File: src/rtl/tdpf_pkg.sv
// Package: shared field widths, mode and station codes for the track delta-phi feature stage.
`default_nettype none

package tdpf_pkg;

  localparam int MODE_W   = 4;
  localparam int DPHI_W   = 14;
  localparam int BEND_W   = 2;
  localparam int SUM4_W   = 17;
  localparam int SUM4A_W  = 16;
  localparam int SUM3_W   = 16;
  localparam int SUM3A_W  = 15;
  localparam int OUTST_W  = 3;

  localparam logic [MODE_W-1:0] FULL_MODE = 4'd15;

  // hit_mode bit positions
  localparam int HIT_ST1 = 3;
  localparam int HIT_ST2 = 2;
  localparam int HIT_ST3 = 1;
  localparam int HIT_ST4 = 0;

  // outlier station codes
  localparam logic [OUTST_W-1:0] OUTST_NONE = 3'd0;
  localparam logic [OUTST_W-1:0] OUTST_ST1  = 3'd1;
  localparam logic [OUTST_W-1:0] OUTST_ST2  = 3'd2;
  localparam logic [OUTST_W-1:0] OUTST_ST3  = 3'd3;
  localparam logic [OUTST_W-1:0] OUTST_ST4  = 3'd4;

  // bend sign codes
  localparam logic [BEND_W-1:0] BEND_ZERO = 2'b00;
  localparam logic [BEND_W-1:0] BEND_POS  = 2'b01;
  localparam logic [BEND_W-1:0] BEND_NEG  = 2'b11;

  // slots of the six pairwise differences
  localparam int D12 = 0;
  localparam int D13 = 1;
  localparam int D14 = 2;
  localparam int D23 = 3;
  localparam int D24 = 4;
  localparam int D34 = 5;
  localparam int N_DIFF = 6;

  // slots of the per-station sums (station n at slot n-1)
  localparam int N_STATION = 4;

endpackage

`default_nettype wire

File: src/rtl/tdpf_if.sv
// Interfaces: input item channel and result item channel with valid/ready handshake.
`default_nettype none

interface tdpf_in_if #(
  parameter int PHI_BITS = 13
);
  import tdpf_pkg::*;

  logic                valid;
  logic                ready;
  logic [PHI_BITS-1:0] phi_st1;
  logic [PHI_BITS-1:0] phi_st2;
  logic [PHI_BITS-1:0] phi_st3;
  logic [PHI_BITS-1:0] phi_st4;
  logic [MODE_W-1:0]   hit_mode;

  modport source (output valid, phi_st1, phi_st2, phi_st3, phi_st4, hit_mode, input ready);
  modport sink   (input valid, phi_st1, phi_st2, phi_st3, phi_st4, hit_mode, output ready);
endinterface

interface tdpf_out_if;
  import tdpf_pkg::*;

  logic                       valid;
  logic                       ready;
  logic signed [DPHI_W-1:0]   dphi_12;
  logic signed [DPHI_W-1:0]   dphi_13;
  logic signed [DPHI_W-1:0]   dphi_14;
  logic signed [DPHI_W-1:0]   dphi_23;
  logic signed [DPHI_W-1:0]   dphi_24;
  logic signed [DPHI_W-1:0]   dphi_34;
  logic signed [BEND_W-1:0]   bend_sign;
  logic signed [SUM4_W-1:0]   sum_four;
  logic        [SUM4A_W-1:0]  sum_four_abs;
  logic signed [SUM3_W-1:0]   sum_three;
  logic        [SUM3A_W-1:0]  sum_three_abs;
  logic        [OUTST_W-1:0]  outlier_station;

  modport source (output valid, dphi_12, dphi_13, dphi_14, dphi_23, dphi_24, dphi_34,
                  bend_sign, sum_four, sum_four_abs, sum_three, sum_three_abs,
                  outlier_station, input ready);
  modport sink   (input valid, dphi_12, dphi_13, dphi_14, dphi_23, dphi_24, dphi_34,
                  bend_sign, sum_four, sum_four_abs, sum_three, sum_three_abs,
                  outlier_station, output ready);
endinterface

`default_nettype wire

File: src/rtl/track_delta_phi_features.sv
// Top level: four-stage pipeline forming sign-normalized delta-phi track features.
`default_nettype none

//  channel | direction | handshake          | payload
//  --------+-----------+--------------------+---------------------------------------------
//  in_ch   | sink      | valid/ready        | phi_st1..phi_st4 (PHI_BITS), hit_mode (4)
//  out_ch  | source    | valid/ready        | dphi_xx (6 x 14 s), bend_sign, sums, outlier
//
//  One item enters per clock while out_ch does not stall; each item passes through the
//  four register stages in order: raw differences, sign normalization and magnitudes,
//  multi-operand sums, outlier pick and output register.
//  Every stage has its own valid bit and advances when empty or when the stage after it
//  advances, so a stall on out_ch fills bubbles first and loses or repeats no item.
//  rst_n (synchronous, active low) clears the valid bits only.

module track_delta_phi_features #(
  parameter int PHI_BITS = 13
) (
  input  wire         clk,
  input  wire         rst_n,
  tdpf_in_if.sink     in_ch,
  tdpf_out_if.source  out_ch
);
  import tdpf_pkg::*;

  // Working width: six-term sums of PHI_BITS+1 differences, at least the widest field.
  localparam int SW = (PHI_BITS + 4 > SUM4_W) ? PHI_BITS + 4 : SUM4_W;

  // ---------------------------------------------------------------------------
  // Stage enables: a stage loads when it is empty or its successor loads.
  // ---------------------------------------------------------------------------
  logic s1_v_r, s2_v_r, s3_v_r, out_v_r;
  logic en1, en2, en3, en4;

  assign en4 = !out_v_r || out_ch.ready;
  assign en3 = !s3_v_r  || en4;
  assign en2 = !s2_v_r  || en3;
  assign en1 = !s1_v_r  || en2;

  assign in_ch.ready = en1;

  // ---------------------------------------------------------------------------
  // Stage 1: raw pairwise differences and bend sign from the first hit pair.
  // ---------------------------------------------------------------------------
  logic signed [SW-1:0] p1, p2, p3, p4;
  logic signed [SW-1:0] raw_d [N_DIFF];
  logic signed [SW-1:0] pair;
  logic                 have_pair;
  logic                 h1, h2, h3, h4;

  assign p1 = $signed({{(SW-PHI_BITS){1'b0}}, in_ch.phi_st1});
  assign p2 = $signed({{(SW-PHI_BITS){1'b0}}, in_ch.phi_st2});
  assign p3 = $signed({{(SW-PHI_BITS){1'b0}}, in_ch.phi_st3});
  assign p4 = $signed({{(SW-PHI_BITS){1'b0}}, in_ch.phi_st4});

  assign raw_d[D12] = p2 - p1;
  assign raw_d[D13] = p3 - p1;
  assign raw_d[D14] = p4 - p1;
  assign raw_d[D23] = p3 - p2;
  assign raw_d[D24] = p4 - p2;
  assign raw_d[D34] = p4 - p3;

  assign h1 = in_ch.hit_mode[HIT_ST1];
  assign h2 = in_ch.hit_mode[HIT_ST2];
  assign h3 = in_ch.hit_mode[HIT_ST3];
  assign h4 = in_ch.hit_mode[HIT_ST4];

  // Pick the difference between the two lowest-numbered hit stations.
  always_comb begin
    pair      = '0;
    have_pair = 1'b1;
    if (h1) begin
      if (h2)      pair = raw_d[D12];
      else if (h3) pair = raw_d[D13];
      else if (h4) pair = raw_d[D14];
      else         have_pair = 1'b0;
    end else if (h2) begin
      if (h3)      pair = raw_d[D23];
      else if (h4) pair = raw_d[D24];
      else         have_pair = 1'b0;
    end else if (h3) begin
      if (h4)      pair = raw_d[D34];
      else         have_pair = 1'b0;
    end else begin
      have_pair = 1'b0;
    end
  end

  logic signed [SW-1:0]     s1_d_r [N_DIFF];
  logic [BEND_W-1:0]        s1_sgn_r;
  logic                     s1_full_r;
  logic [BEND_W-1:0]        s1_sgn_nxt;

  // Zero difference counts as a positive bend.
  assign s1_sgn_nxt = !have_pair ? BEND_ZERO : (pair[SW-1] ? BEND_NEG : BEND_POS);

  always_ff @(posedge clk) begin
    if (!rst_n) begin
      s1_v_r <= 1'b0;
    end else if (en1) begin
      s1_v_r <= in_ch.valid;
    end
  end

  always_ff @(posedge clk) begin
    if (en1) begin
      s1_d_r    <= raw_d;
      s1_sgn_r  <= s1_sgn_nxt;
      s1_full_r <= (in_ch.hit_mode == FULL_MODE);
    end
  end

  // ---------------------------------------------------------------------------
  // Stage 2: apply the bend sign, form magnitudes.
  // ---------------------------------------------------------------------------
  logic signed [SW-1:0] s2_d_nxt [N_DIFF];
  logic signed [SW-1:0] s2_a_nxt [N_DIFF];

  always_comb begin
    for (int i = 0; i < N_DIFF; i++) begin
      case (s1_sgn_r)
        BEND_POS: s2_d_nxt[i] = s1_d_r[i];
        BEND_NEG: s2_d_nxt[i] = -s1_d_r[i];
        default:  s2_d_nxt[i] = '0;
      endcase
      s2_a_nxt[i] = s1_d_r[i][SW-1] ? -s1_d_r[i] : s1_d_r[i];
    end
  end

  logic signed [SW-1:0] s2_d_r [N_DIFF];
  logic signed [SW-1:0] s2_a_r [N_DIFF];
  logic [BEND_W-1:0]    s2_sgn_r;
  logic                 s2_full_r;

  always_ff @(posedge clk) begin
    if (!rst_n) begin
      s2_v_r <= 1'b0;
    end else if (en2) begin
      s2_v_r <= s1_v_r;
    end
  end

  always_ff @(posedge clk) begin
    if (en2) begin
      s2_d_r    <= s2_d_nxt;
      s2_a_r    <= s2_a_nxt;
      s2_sgn_r  <= s1_sgn_r;
      s2_full_r <= s1_full_r;
    end
  end

  // ---------------------------------------------------------------------------
  // Stage 3: station deviations, full sums and the four three-station candidates.
  // Candidate slot n-1 leaves out station n.
  // ---------------------------------------------------------------------------
  logic signed [SW-1:0] dev_nxt  [N_STATION];
  logic signed [SW-1:0] s3c_nxt  [N_STATION];
  logic signed [SW-1:0] s3ac_nxt [N_STATION];
  logic signed [SW-1:0] s4_nxt, s4a_nxt;

  assign dev_nxt[0] = s2_a_r[D12] + s2_a_r[D13] + s2_a_r[D14];
  assign dev_nxt[1] = s2_a_r[D12] + s2_a_r[D23] + s2_a_r[D24];
  assign dev_nxt[2] = s2_a_r[D13] + s2_a_r[D23] + s2_a_r[D34];
  assign dev_nxt[3] = s2_a_r[D14] + s2_a_r[D24] + s2_a_r[D34];

  assign s4_nxt  = s2_d_r[D12] + s2_d_r[D13] + s2_d_r[D14]
                 + s2_d_r[D23] + s2_d_r[D24] + s2_d_r[D34];
  assign s4a_nxt = s2_a_r[D12] + s2_a_r[D13] + s2_a_r[D14]
                 + s2_a_r[D23] + s2_a_r[D24] + s2_a_r[D34];

  assign s3c_nxt[0]  = s2_d_r[D23] + s2_d_r[D24] + s2_d_r[D34];
  assign s3c_nxt[1]  = s2_d_r[D13] + s2_d_r[D14] + s2_d_r[D34];
  assign s3c_nxt[2]  = s2_d_r[D12] + s2_d_r[D14] + s2_d_r[D24];
  assign s3c_nxt[3]  = s2_d_r[D12] + s2_d_r[D13] + s2_d_r[D23];
  assign s3ac_nxt[0] = s2_a_r[D23] + s2_a_r[D24] + s2_a_r[D34];
  assign s3ac_nxt[1] = s2_a_r[D13] + s2_a_r[D14] + s2_a_r[D34];
  assign s3ac_nxt[2] = s2_a_r[D12] + s2_a_r[D14] + s2_a_r[D24];
  assign s3ac_nxt[3] = s2_a_r[D12] + s2_a_r[D13] + s2_a_r[D23];

  logic signed [SW-1:0] s3_d_r    [N_DIFF];
  logic signed [SW-1:0] s3_dev_r  [N_STATION];
  logic signed [SW-1:0] s3_s3c_r  [N_STATION];
  logic signed [SW-1:0] s3_s3ac_r [N_STATION];
  logic signed [SW-1:0] s3_s4_r, s3_s4a_r;
  logic [BEND_W-1:0]    s3_sgn_r;
  logic                 s3_full_r;

  always_ff @(posedge clk) begin
    if (!rst_n) begin
      s3_v_r <= 1'b0;
    end else if (en3) begin
      s3_v_r <= s2_v_r;
    end
  end

  always_ff @(posedge clk) begin
    if (en3) begin
      s3_d_r    <= s2_d_r;
      s3_dev_r  <= dev_nxt;
      s3_s3c_r  <= s3c_nxt;
      s3_s3ac_r <= s3ac_nxt;
      s3_s4_r   <= s4_nxt;
      s3_s4a_r  <= s4a_nxt;
      s3_sgn_r  <= s2_sgn_r;
      s3_full_r <= s2_full_r;
    end
  end

  // ---------------------------------------------------------------------------
  // Stage 4: strict-maximum outlier pick, candidate select, zero outside full mode.
  // Priority runs station 4 down to station 1; no strict maximum leaves out station 1.
  // ---------------------------------------------------------------------------
  logic [N_STATION-1:0] top;
  logic [OUTST_W-1:0]   outst;
  logic signed [SW-1:0] s3_sel, s3a_sel;

  always_comb begin
    for (int i = 0; i < N_STATION; i++) begin
      top[i] = 1'b1;
      for (int j = 0; j < N_STATION; j++) begin
        if (j != i && !(s3_dev_r[i] > s3_dev_r[j])) top[i] = 1'b0;
      end
    end
  end

  always_comb begin
    if (top[3])      outst = OUTST_ST4;
    else if (top[2]) outst = OUTST_ST3;
    else if (top[1]) outst = OUTST_ST2;
    else if (top[0]) outst = OUTST_ST1;
    else             outst = OUTST_NONE;
  end

  always_comb begin
    case (outst)
      OUTST_ST4: begin
        s3_sel  = s3_s3c_r[3];
        s3a_sel = s3_s3ac_r[3];
      end
      OUTST_ST3: begin
        s3_sel  = s3_s3c_r[2];
        s3a_sel = s3_s3ac_r[2];
      end
      OUTST_ST2: begin
        s3_sel  = s3_s3c_r[1];
        s3a_sel = s3_s3ac_r[1];
      end
      default: begin
        s3_sel  = s3_s3c_r[0];
        s3a_sel = s3_s3ac_r[0];
      end
    endcase
  end

  logic signed [DPHI_W-1:0]  o_d_r [N_DIFF];
  logic [BEND_W-1:0]         o_sgn_r;
  logic [SUM4_W-1:0]         o_s4_r;
  logic [SUM4A_W-1:0]        o_s4a_r;
  logic [SUM3_W-1:0]         o_s3_r;
  logic [SUM3A_W-1:0]        o_s3a_r;
  logic [OUTST_W-1:0]        o_outst_r;

  always_ff @(posedge clk) begin
    if (!rst_n) begin
      out_v_r <= 1'b0;
    end else if (en4) begin
      out_v_r <= s3_v_r;
    end
  end

  always_ff @(posedge clk) begin
    if (en4) begin
      for (int i = 0; i < N_DIFF; i++) begin
        o_d_r[i] <= s3_d_r[i][DPHI_W-1:0];
      end
      o_sgn_r   <= s3_sgn_r;
      o_s4_r    <= s3_full_r ? s3_s4_r[SUM4_W-1:0]   : '0;
      o_s4a_r   <= s3_full_r ? s3_s4a_r[SUM4A_W-1:0] : '0;
      o_s3_r    <= s3_full_r ? s3_sel[SUM3_W-1:0]    : '0;
      o_s3a_r   <= s3_full_r ? s3a_sel[SUM3A_W-1:0]  : '0;
      o_outst_r <= s3_full_r ? outst                 : OUTST_NONE;
    end
  end

  // ---------------------------------------------------------------------------
  // Result channel
  // ---------------------------------------------------------------------------
  assign out_ch.valid           = out_v_r;
  assign out_ch.dphi_12         = o_d_r[D12];
  assign out_ch.dphi_13         = o_d_r[D13];
  assign out_ch.dphi_14         = o_d_r[D14];
  assign out_ch.dphi_23         = o_d_r[D23];
  assign out_ch.dphi_24         = o_d_r[D24];
  assign out_ch.dphi_34         = o_d_r[D34];
  assign out_ch.bend_sign       = $signed(o_sgn_r);
  assign out_ch.sum_four        = $signed(o_s4_r);
  assign out_ch.sum_four_abs    = o_s4a_r;
  assign out_ch.sum_three       = $signed(o_s3_r);
  assign out_ch.sum_three_abs   = o_s3a_r;
  assign out_ch.outlier_station = o_outst_r;

endmodule

`default_nettype wire
File: src/flat_wrapper.sv
// flat-port wrapper written by rule: the top's interface ports become plain ports
module track_delta_phi_features_flat import tdpf_pkg::*;
#(
  parameter int PHI_BITS = 13
)
  (clk, rst_n, in_ch_valid, in_ch_phi_st1, in_ch_phi_st2, in_ch_phi_st3, in_ch_phi_st4, in_ch_hit_mode, in_ch_ready, out_ch_valid, out_ch_dphi_12, out_ch_dphi_13, out_ch_dphi_14, out_ch_dphi_23, out_ch_dphi_24, out_ch_dphi_34, out_ch_bend_sign, out_ch_sum_four, out_ch_sum_four_abs, out_ch_sum_three, out_ch_sum_three_abs, out_ch_outlier_station, out_ch_ready);
  tdpf_in_if #(.PHI_BITS(PHI_BITS)) in_ch_i ();
  tdpf_out_if out_ch_i ();
  input  wire clk;
  input  wire rst_n;
  input wire logic [$bits(in_ch_i.valid)-1:0] in_ch_valid;
  input wire logic [$bits(in_ch_i.phi_st1)-1:0] in_ch_phi_st1;
  input wire logic [$bits(in_ch_i.phi_st2)-1:0] in_ch_phi_st2;
  input wire logic [$bits(in_ch_i.phi_st3)-1:0] in_ch_phi_st3;
  input wire logic [$bits(in_ch_i.phi_st4)-1:0] in_ch_phi_st4;
  input wire logic [$bits(in_ch_i.hit_mode)-1:0] in_ch_hit_mode;
  output wire logic [$bits(in_ch_i.ready)-1:0] in_ch_ready;
  output wire logic [$bits(out_ch_i.valid)-1:0] out_ch_valid;
  output wire logic [$bits(out_ch_i.dphi_12)-1:0] out_ch_dphi_12;
  output wire logic [$bits(out_ch_i.dphi_13)-1:0] out_ch_dphi_13;
  output wire logic [$bits(out_ch_i.dphi_14)-1:0] out_ch_dphi_14;
  output wire logic [$bits(out_ch_i.dphi_23)-1:0] out_ch_dphi_23;
  output wire logic [$bits(out_ch_i.dphi_24)-1:0] out_ch_dphi_24;
  output wire logic [$bits(out_ch_i.dphi_34)-1:0] out_ch_dphi_34;
  output wire logic [$bits(out_ch_i.bend_sign)-1:0] out_ch_bend_sign;
  output wire logic [$bits(out_ch_i.sum_four)-1:0] out_ch_sum_four;
  output wire logic [$bits(out_ch_i.sum_four_abs)-1:0] out_ch_sum_four_abs;
  output wire logic [$bits(out_ch_i.sum_three)-1:0] out_ch_sum_three;
  output wire logic [$bits(out_ch_i.sum_three_abs)-1:0] out_ch_sum_three_abs;
  output wire logic [$bits(out_ch_i.outlier_station)-1:0] out_ch_outlier_station;
  input wire logic [$bits(out_ch_i.ready)-1:0] out_ch_ready;
  assign in_ch_i.valid = in_ch_valid;
  assign in_ch_i.phi_st1 = in_ch_phi_st1;
  assign in_ch_i.phi_st2 = in_ch_phi_st2;
  assign in_ch_i.phi_st3 = in_ch_phi_st3;
  assign in_ch_i.phi_st4 = in_ch_phi_st4;
  assign in_ch_i.hit_mode = in_ch_hit_mode;
  assign in_ch_ready = in_ch_i.ready;
  assign out_ch_valid = out_ch_i.valid;
  assign out_ch_dphi_12 = out_ch_i.dphi_12;
  assign out_ch_dphi_13 = out_ch_i.dphi_13;
  assign out_ch_dphi_14 = out_ch_i.dphi_14;
  assign out_ch_dphi_23 = out_ch_i.dphi_23;
  assign out_ch_dphi_24 = out_ch_i.dphi_24;
  assign out_ch_dphi_34 = out_ch_i.dphi_34;
  assign out_ch_bend_sign = out_ch_i.bend_sign;
  assign out_ch_sum_four = out_ch_i.sum_four;
  assign out_ch_sum_four_abs = out_ch_i.sum_four_abs;
  assign out_ch_sum_three = out_ch_i.sum_three;
  assign out_ch_sum_three_abs = out_ch_i.sum_three_abs;
  assign out_ch_outlier_station = out_ch_i.outlier_station;
  assign out_ch_i.ready = out_ch_ready;
  track_delta_phi_features #(.PHI_BITS(PHI_BITS)) u_core (.clk(clk), .rst_n(rst_n), .in_ch(in_ch_i), .out_ch(out_ch_i));
endmodule
File: config.mk
export PLATFORM = sky130hd
export DESIGN_NAME = track_delta_phi_features_flat
export DESIGN_NICKNAME = d
export VERILOG_FILES = /design/src/rtl/tdpf_pkg.sv /design/src/rtl/tdpf_if.sv /design/src/rtl/track_delta_phi_features.sv /design/src/flat_wrapper.sv
export SDC_FILE = /design/constraint.sdc
export NUM_CORES = 2
export LEC_CHECK = 0
export BUFFER_PORTS_ARGS = -buffer_cell sky130_fd_sc_hd__clkbuf_2
export CORE_MARGIN = 2
export CORE_UTILIZATION = 35
export DETAILED_ROUTE_END_ITERATION = 8
export PLACE_DENSITY = 0.61
export REMOVE_ABC_BUFFERS = 1
export SYNTH_ARGS = -nofsm -noshare
export SYNTH_HDL_FRONTEND = slang
export SYNTH_SLANG_ARGS = --single-unit
File: constraint.sdc
create_clock -name clk -period 10.85 [get_ports clk]
set_clock_uncertainty 0.05 [all_clocks]
set_input_delay 1.085 -clock clk [delete_from_list [all_inputs] [get_ports clk]]
set_output_delay 1.085 -clock clk [all_outputs]
set_load 0.01 [all_outputs]
### After elaboration in Yosys (flattened, before gate mapping)

Memory sizes are Yosys's and may differ from the RTL's.
Cells that the tools add are included.
W data, S select, Z words.

| storage, ports and cells | value |
|---|---|
| RAM bits | 84 |
| memories kept | 1 |
| register bits after elaboration | 697 |

Memory list:

| name | words | width | read ports | clocked after Yosys merged registers in | wr ports | RTL line | text |
|---|---|---|---|---|---|---|---|
| u_core.o_d_r | 6 | 14 | 6 | 0 | 6 | track_delta_phi_features.sv:255 | `logic signed [DPHI_W-1:0] o_d_r [N_DIFF];` |

| cells by class | value |
|---|---|
| $add $sub $neg | 42 |
| equality and inequality tests | 6 |
| reduce and logical (&&, ||, !) cells | 8 |
| muxes and demuxes | 48 |
| order comparisons | 12 |

Operators with widths:

| kind | count |
|---|---|
| $add A17 B17 Y17 | 13 |
| $gt A17 B17 Y1 | 12 |
| $pmux W17 S2 | 6 |
| $add A16 B16 Y16 | 10 |
| $mux W17 | 9 |
| $add A15 B15 Y15 | 7 |
| $neg A17 Y17 | 6 |
| $mux W16 | 6 |
| $sub A13 B13 Y14 | 6 |
| $pmux W16 S3 | 1 |
| $pmux W15 S3 | 1 |
| $mux W1 | 21 |
| $mux W3 | 3 |
| $eq A3 B2 Y1 const B | 2 |
| $eq A4 B4 Y1 const B | 1 |
| $logic_not A1 Y1 | 4 |
| $logic_or A1 B1 Y1 | 4 |
| $eq A3 B3 Y1 const B | 1 |
| $eq A2 B1 Y1 const B | 1 |
| $eq A2 B2 Y1 const B | 1 |
| $mux W2 | 1 |

### Depth between registers and ports, before layout

| logic depth | value |
|---|---|
| depth in word-level cells | 10 |
| depth in mapped cells | 28 |
| depth with buffers taken out | 28 |

### Worst setup path after synthesis

No wires, ideal clock.

| timing path | value |
|---|---|
| path kind | input to register |
| from | in out_ch_ready |
| to | reg u_core.s3_d_r[0] (netlist name) (enable) |
| cell stages on the path | 2 |
| setup slack | 2.076 ns |
| data required time | 8.470 ns |
| data arrival time | 6.394 ns |
| path through | nor2b_1 -> nand2_1 |

| between the ends | value |
|---|---|
| longest elaborated chain between the ends | 2 |

RTL lines:

| item | RTL line | text |
|---|---|---|
| from (decl) | flat_wrapper.sv:31 | `input wire logic [$bits(out_ch_i.ready)-1:0] out_ch_ready;` |
| $logic_or A1 B1 Y1 | track_delta_phi_features.sv:35 | `assign en4 = !out_v_r \|\| out_ch.ready;` |
| $logic_or A1 B1 Y1 | track_delta_phi_features.sv:36 | `assign en3 = !s3_v_r \|\| en4;` |
| net u_core.en3 | track_delta_phi_features.sv:33 | `logic en1, en2, en3, en4;` |
| to (signal assigned) | track_delta_phi_features.sv:198 | `s3_d_r <= s2_d_r;` |
| to (decl) | track_delta_phi_features.sv:180 | `logic signed [SW-1:0] s3_d_r [N_DIFF];` |

The timed path passes the listed nets, and every way through them passes these cells.
A chain may end at the register's enable or synchronous reset.

==> impl.org <==
** Global routing
- Across every metal layer, demand over resource in global routing totals 0.198.
- Summed over all layers, the global routing overflow is 0.
- Vias in the first global route :: 31200
- First-pass GRT wire length :: 206 mm
- Pin count of the biggest net entering global routing :: 152
- Number of antenna violations at the first check in global routing :: 29

** Cells and area
- 0 antenna diodes ended up in the layout.
- After the last flow step, the layout net total stands at 5045.
- Number of fill cells in the layout :: 13100
- After routing the design area is 0.0544 mm2.
- Area growth syn-to-layout :: 12.6%
- In the final layout, the share of cells above drive strength 1 is 0.0966.
- Summing all flip-flop and latch instances after layout gives 0.0229 mm2.
- The multi-input combinational cells in the finished layout cover a total of 0.0237 mm2.

** Timing
- Time the final worst path needs with I/O delays and setup :: 6540 ps
- Final period utilization :: 0.603
- The final-report hold violation count is 0.
- RSZ-0062 raised after global routing :: false
- For the pin with the worst max-slew slack, the measured transition is 1120 ps.
- Setup violations remaining at the end of the flow were counted as 0.
- Headroom to the max-slew limit came out at 0.247.
- Max frequency :: 0.153 GHz
- Number of max-slew violations in the final report :: 0
- TNS Setup :: 0 ps
- After layout, the worst setup slack is 4310 ps.

** Clocking
- TritonCTS built the clock tree.
- In this run the number of H-tree levels came out at 3.
- Post-CTS repair changed the size of 0 cells.
- After clock tree synthesis, the clock-pin slew on the worst setup and hold paths is 60 ps.
- Number of sinks handled by clock tree synthesis :: 763
- CTS Hold Buffers Added :: 0
- The later pin in the worst-skew pair is clocked with a latency of 710 ps.
- TritonCTS created 84 clock buffers.
- Cell at the root of the clock tree :: clkbuf_16
- The number of setup buffers added after CTS is 0.
- The clock passes through at most 3 buffers.

** Logic synthesis
- Yosys attributes the largest share of cell area to edfxtp_1, ha_1, fa_1, xnor2_1, inv_1.
- For this run, the number of Yosys warnings is 0.
- The number of different library cells used by synthesis comes to 70.
- Dominant cell type by area after synthesis :: edfxtp_1
- The share of the Yosys chip area taken by registers is 0.473.
- In this run, synthesis produced a sequential element count of 763.
- The synthesized design contains 759 enable-type register cells.
- Averaged over all synthesized cells, the footprint is 11.9 um2.
- Area fraction of the dominant cell type after synthesis :: 0.471
- Cell Area, Synth :: 0.0484 mm2
- Commonest register cell after synthesis :: edfxtp_1
- Number of standard cells after synthesis :: 4051
- Async set-reset flop share out of synthesis :: 0

** Placement
- IO Port Bufs :: 214
- Worst setup timing slack at the placement stage :: 4400 ps
- Final estimated routing congestion in global placement :: 0.949
- Detailed-placement wirelength estimate :: 114 mm
- Summing all placed instances gives a cell area of 0.0516 mm2.

** Worst setup path
- Start-to-end type of the worst setup path :: reg2reg
- In this run the worst path has a maximum fanout of 5.
- The worst register-to-register path ends at u_core.s3_s4a_r[15].
- Measured in cells, the most critical reg-to-reg path has a length of 28.
- Worst setup EP type :: flip-flop
- Crit path from :: u_core.s2_a_r[68]
- The largest single stage delay on the critical path is 590 ps.
- Data arrives at the worst endpoint at 6900 ps.
- CP max stage cell :: o41ai_1
- Data on the critical path is required at its endpoint by 11210 ps.
- Setup slack on the worst reg-to-reg path comes out at 4310 ps.
- Category of the worst setup path launch point :: flip-flop
- Among the stages of the critical path, the cell type that occurs most often is a21oi_1.
- Following the worst setup path forward leads to its endpoint at u_core.s3_s4a_r[15].
- The startpoint identified for the worst register-to-register timing path is u_core.s2_a_r[68].

** Floorplanning
- The die is 376 um wide.
- Vertical die dimension :: 376 um
- Core Region :: 0.137 mm2
- Die footprint :: 0.141 mm2
- Starting Density :: 0.352
- The initialized floorplan defines 136 standard-cell rows.
- I/O pin cnt :: 215

** Route
- In this run, the number of DRC markers left after iteration 0 of detailed routing was 3495.
- In this run the remaining antenna-violating nets after routing total 0.
- DRC viols :: 0
- Detailed-route via count :: 31900
- Iteration count of the initial detailed-routing pass :: 7
- Dividing the detail-routed wire length by the instance count gives 22.8 um.
- Using the TritonRoute via totals, the vias-per-cell ratio works out to 5.17.
- Summed over all layers, the routed wires come to 141 mm.

** Job
- Number of maximum-capacitance constraint violations :: 0

** Run status
- The flow ran to the end, and the final reports show no timing, DRC or antenna violations.

** Min path
- Class of the most critical hold timing path :: reg2reg
stage by stage:
step           cells  hold WS [ps]  utilization
2_1_floorplan   3994           350            -
3_3_place_gp    6020           354        0.376
3_5_place_dp    6020           355        0.376
4_1_cts         6173           364        0.396
5_1_grt         6173           366        0.396
6_report        6173           360        0.396
cell families after synthesis:
family | share of synthesized area
simple gates | 0.110
flops | 0.473
fa+ha+maj | 0.210
compound gates | 0.0895
buf+inv | 0.0385
xor+xnor | 0.0767
mux | 0.00207
other cells | 0.0000775
worst min path at each step:
stage	startpoint	endpoint	depth (start not counted)
2_1_floorplan	u_core.s3_d_r[85]	u_core.o_d_r[0][0]	0
3_3_place_gp	u_core.s3_d_r[30]	u_core.o_d_r[4][13]	0
3_5_place_dp	u_core.s3_d_r[93]	u_core.o_d_r[0][8]	0
4_1_cts	u_core.s3_d_r[36]	u_core.o_d_r[3][2]	0
5_1_grt	u_core.s3_d_r[36]	u_core.o_d_r[3][2]	0
6_report	u_core.s3_d_r[36]	u_core.o_d_r[3][2]	0
synthesized netlist by cell type, types with 10 or more instances:
cell type,number
o21a_1,29
a21o_1,52
nand4_1,16
or3_4,30
nand3_1,75
mux2i_1,10
edfxtp_1,759
o21bai_1,20
o41ai_1,20
nor3_1,87
a21boi_0,41
or2_2,13
and2_1,117
a222oi_1,31
a21boi_1,15
ha_1,441
nor2_1,213
clkbuf_1,49
nand2_1,271
xnor2_1,357
or3_1,58
a211oi_1,29
o21ai_0,128
fa_1,232
nand2b_1,38
a21oi_1,167
a31oi_1,17
o2111ai_1,12
inv_1,428
xor2_1,59
a211o_1,10
nor2b_1,69
o31ai_1,11
and3_1,26
worst max-delay path, delay by kind of cell (launching register included):
kind	cells	cell delay, ps
DFF	1	390
AOI/OAI and AO/OA	10	2390
xor gates and xnor gates	3	510
buffers and inverters	3	160
and+or+nand+nor	6	700
adders and majority gates	6	2050
sequential cells by signal (all words and copies together), names as in the netlist, 3 cells and up:
register / flops
u_core.out_ch.outlier_station: 3
u_core.s3_s3c_r: 64
u_core.s2_a_r: 102
u_core.s2_d_r: 102
u_core.s3_s4a_r: 16
u_core.s3_s4_r: 17
u_core.s3_s3ac_r: 60
u_core.out_ch.sum_three: 16
u_core.out_ch.sum_four: 17
u_core.s3_dev_r: 68
u_core.s3_d_r: 84
u_core.out_ch.sum_four_abs: 16
u_core.o_d_r: 84
u_core.s1_d_r: 84
u_core.out_ch.sum_three_abs: 15
per-layer routing:
metal  track usage  routed length [um]  share of wire  vias to the layer above
met5             0                  29        0.00021                        -
met4        0.0507                3120          0.022                        4
met3        0.0309               10600          0.075                      168
met2         0.309               63100           0.45                     1067
met1         0.286               63800           0.45                    15700
li1              -                   -              -                    14900
cell usage in the layout (no fill, tap or decap), types with 12 or more instances in the layout:
cell,n
a211oi_1,29
a21boi_0,41
a21boi_1,15
a21o_1,52
a21oi_1,167
a222oi_1,31
a31oi_1,17
and2_1,117
and3_1,26
buf_4,17
clkbuf_16,87
clkbuf_2,214
clkinv_1,16
clkinv_2,14
edfxtp_1,759
fa_1,232
ha_1,441
inv_1,426
nand2_1,269
nand2b_1,38
nand3_1,75
nand4_1,16
nor2_1,213
nor2b_1,69
nor3_1,87
o2111ai_1,12
o21a_1,29
o21ai_0,128
o21bai_1,20
o41ai_1,20
or2_2,13
or3_1,58
or3_4,30
xnor2_1,357
xor2_1,59
cell type report:
class / instances / share of cell area
clock buffers: 96 / 0.0406
flip-flops and latches: 763 / 0.420
multi-input cells: 2803 / 0.435
well taps: 1794 / 0.0412
inverters: 428 / 0.0297
clock inverters: 57 / 0.0111
repair buffers: 232 / 0.0224
Power is not shown: default switching activity piles up to over one toggle a cycle in this logic, so the estimate is an artifact.
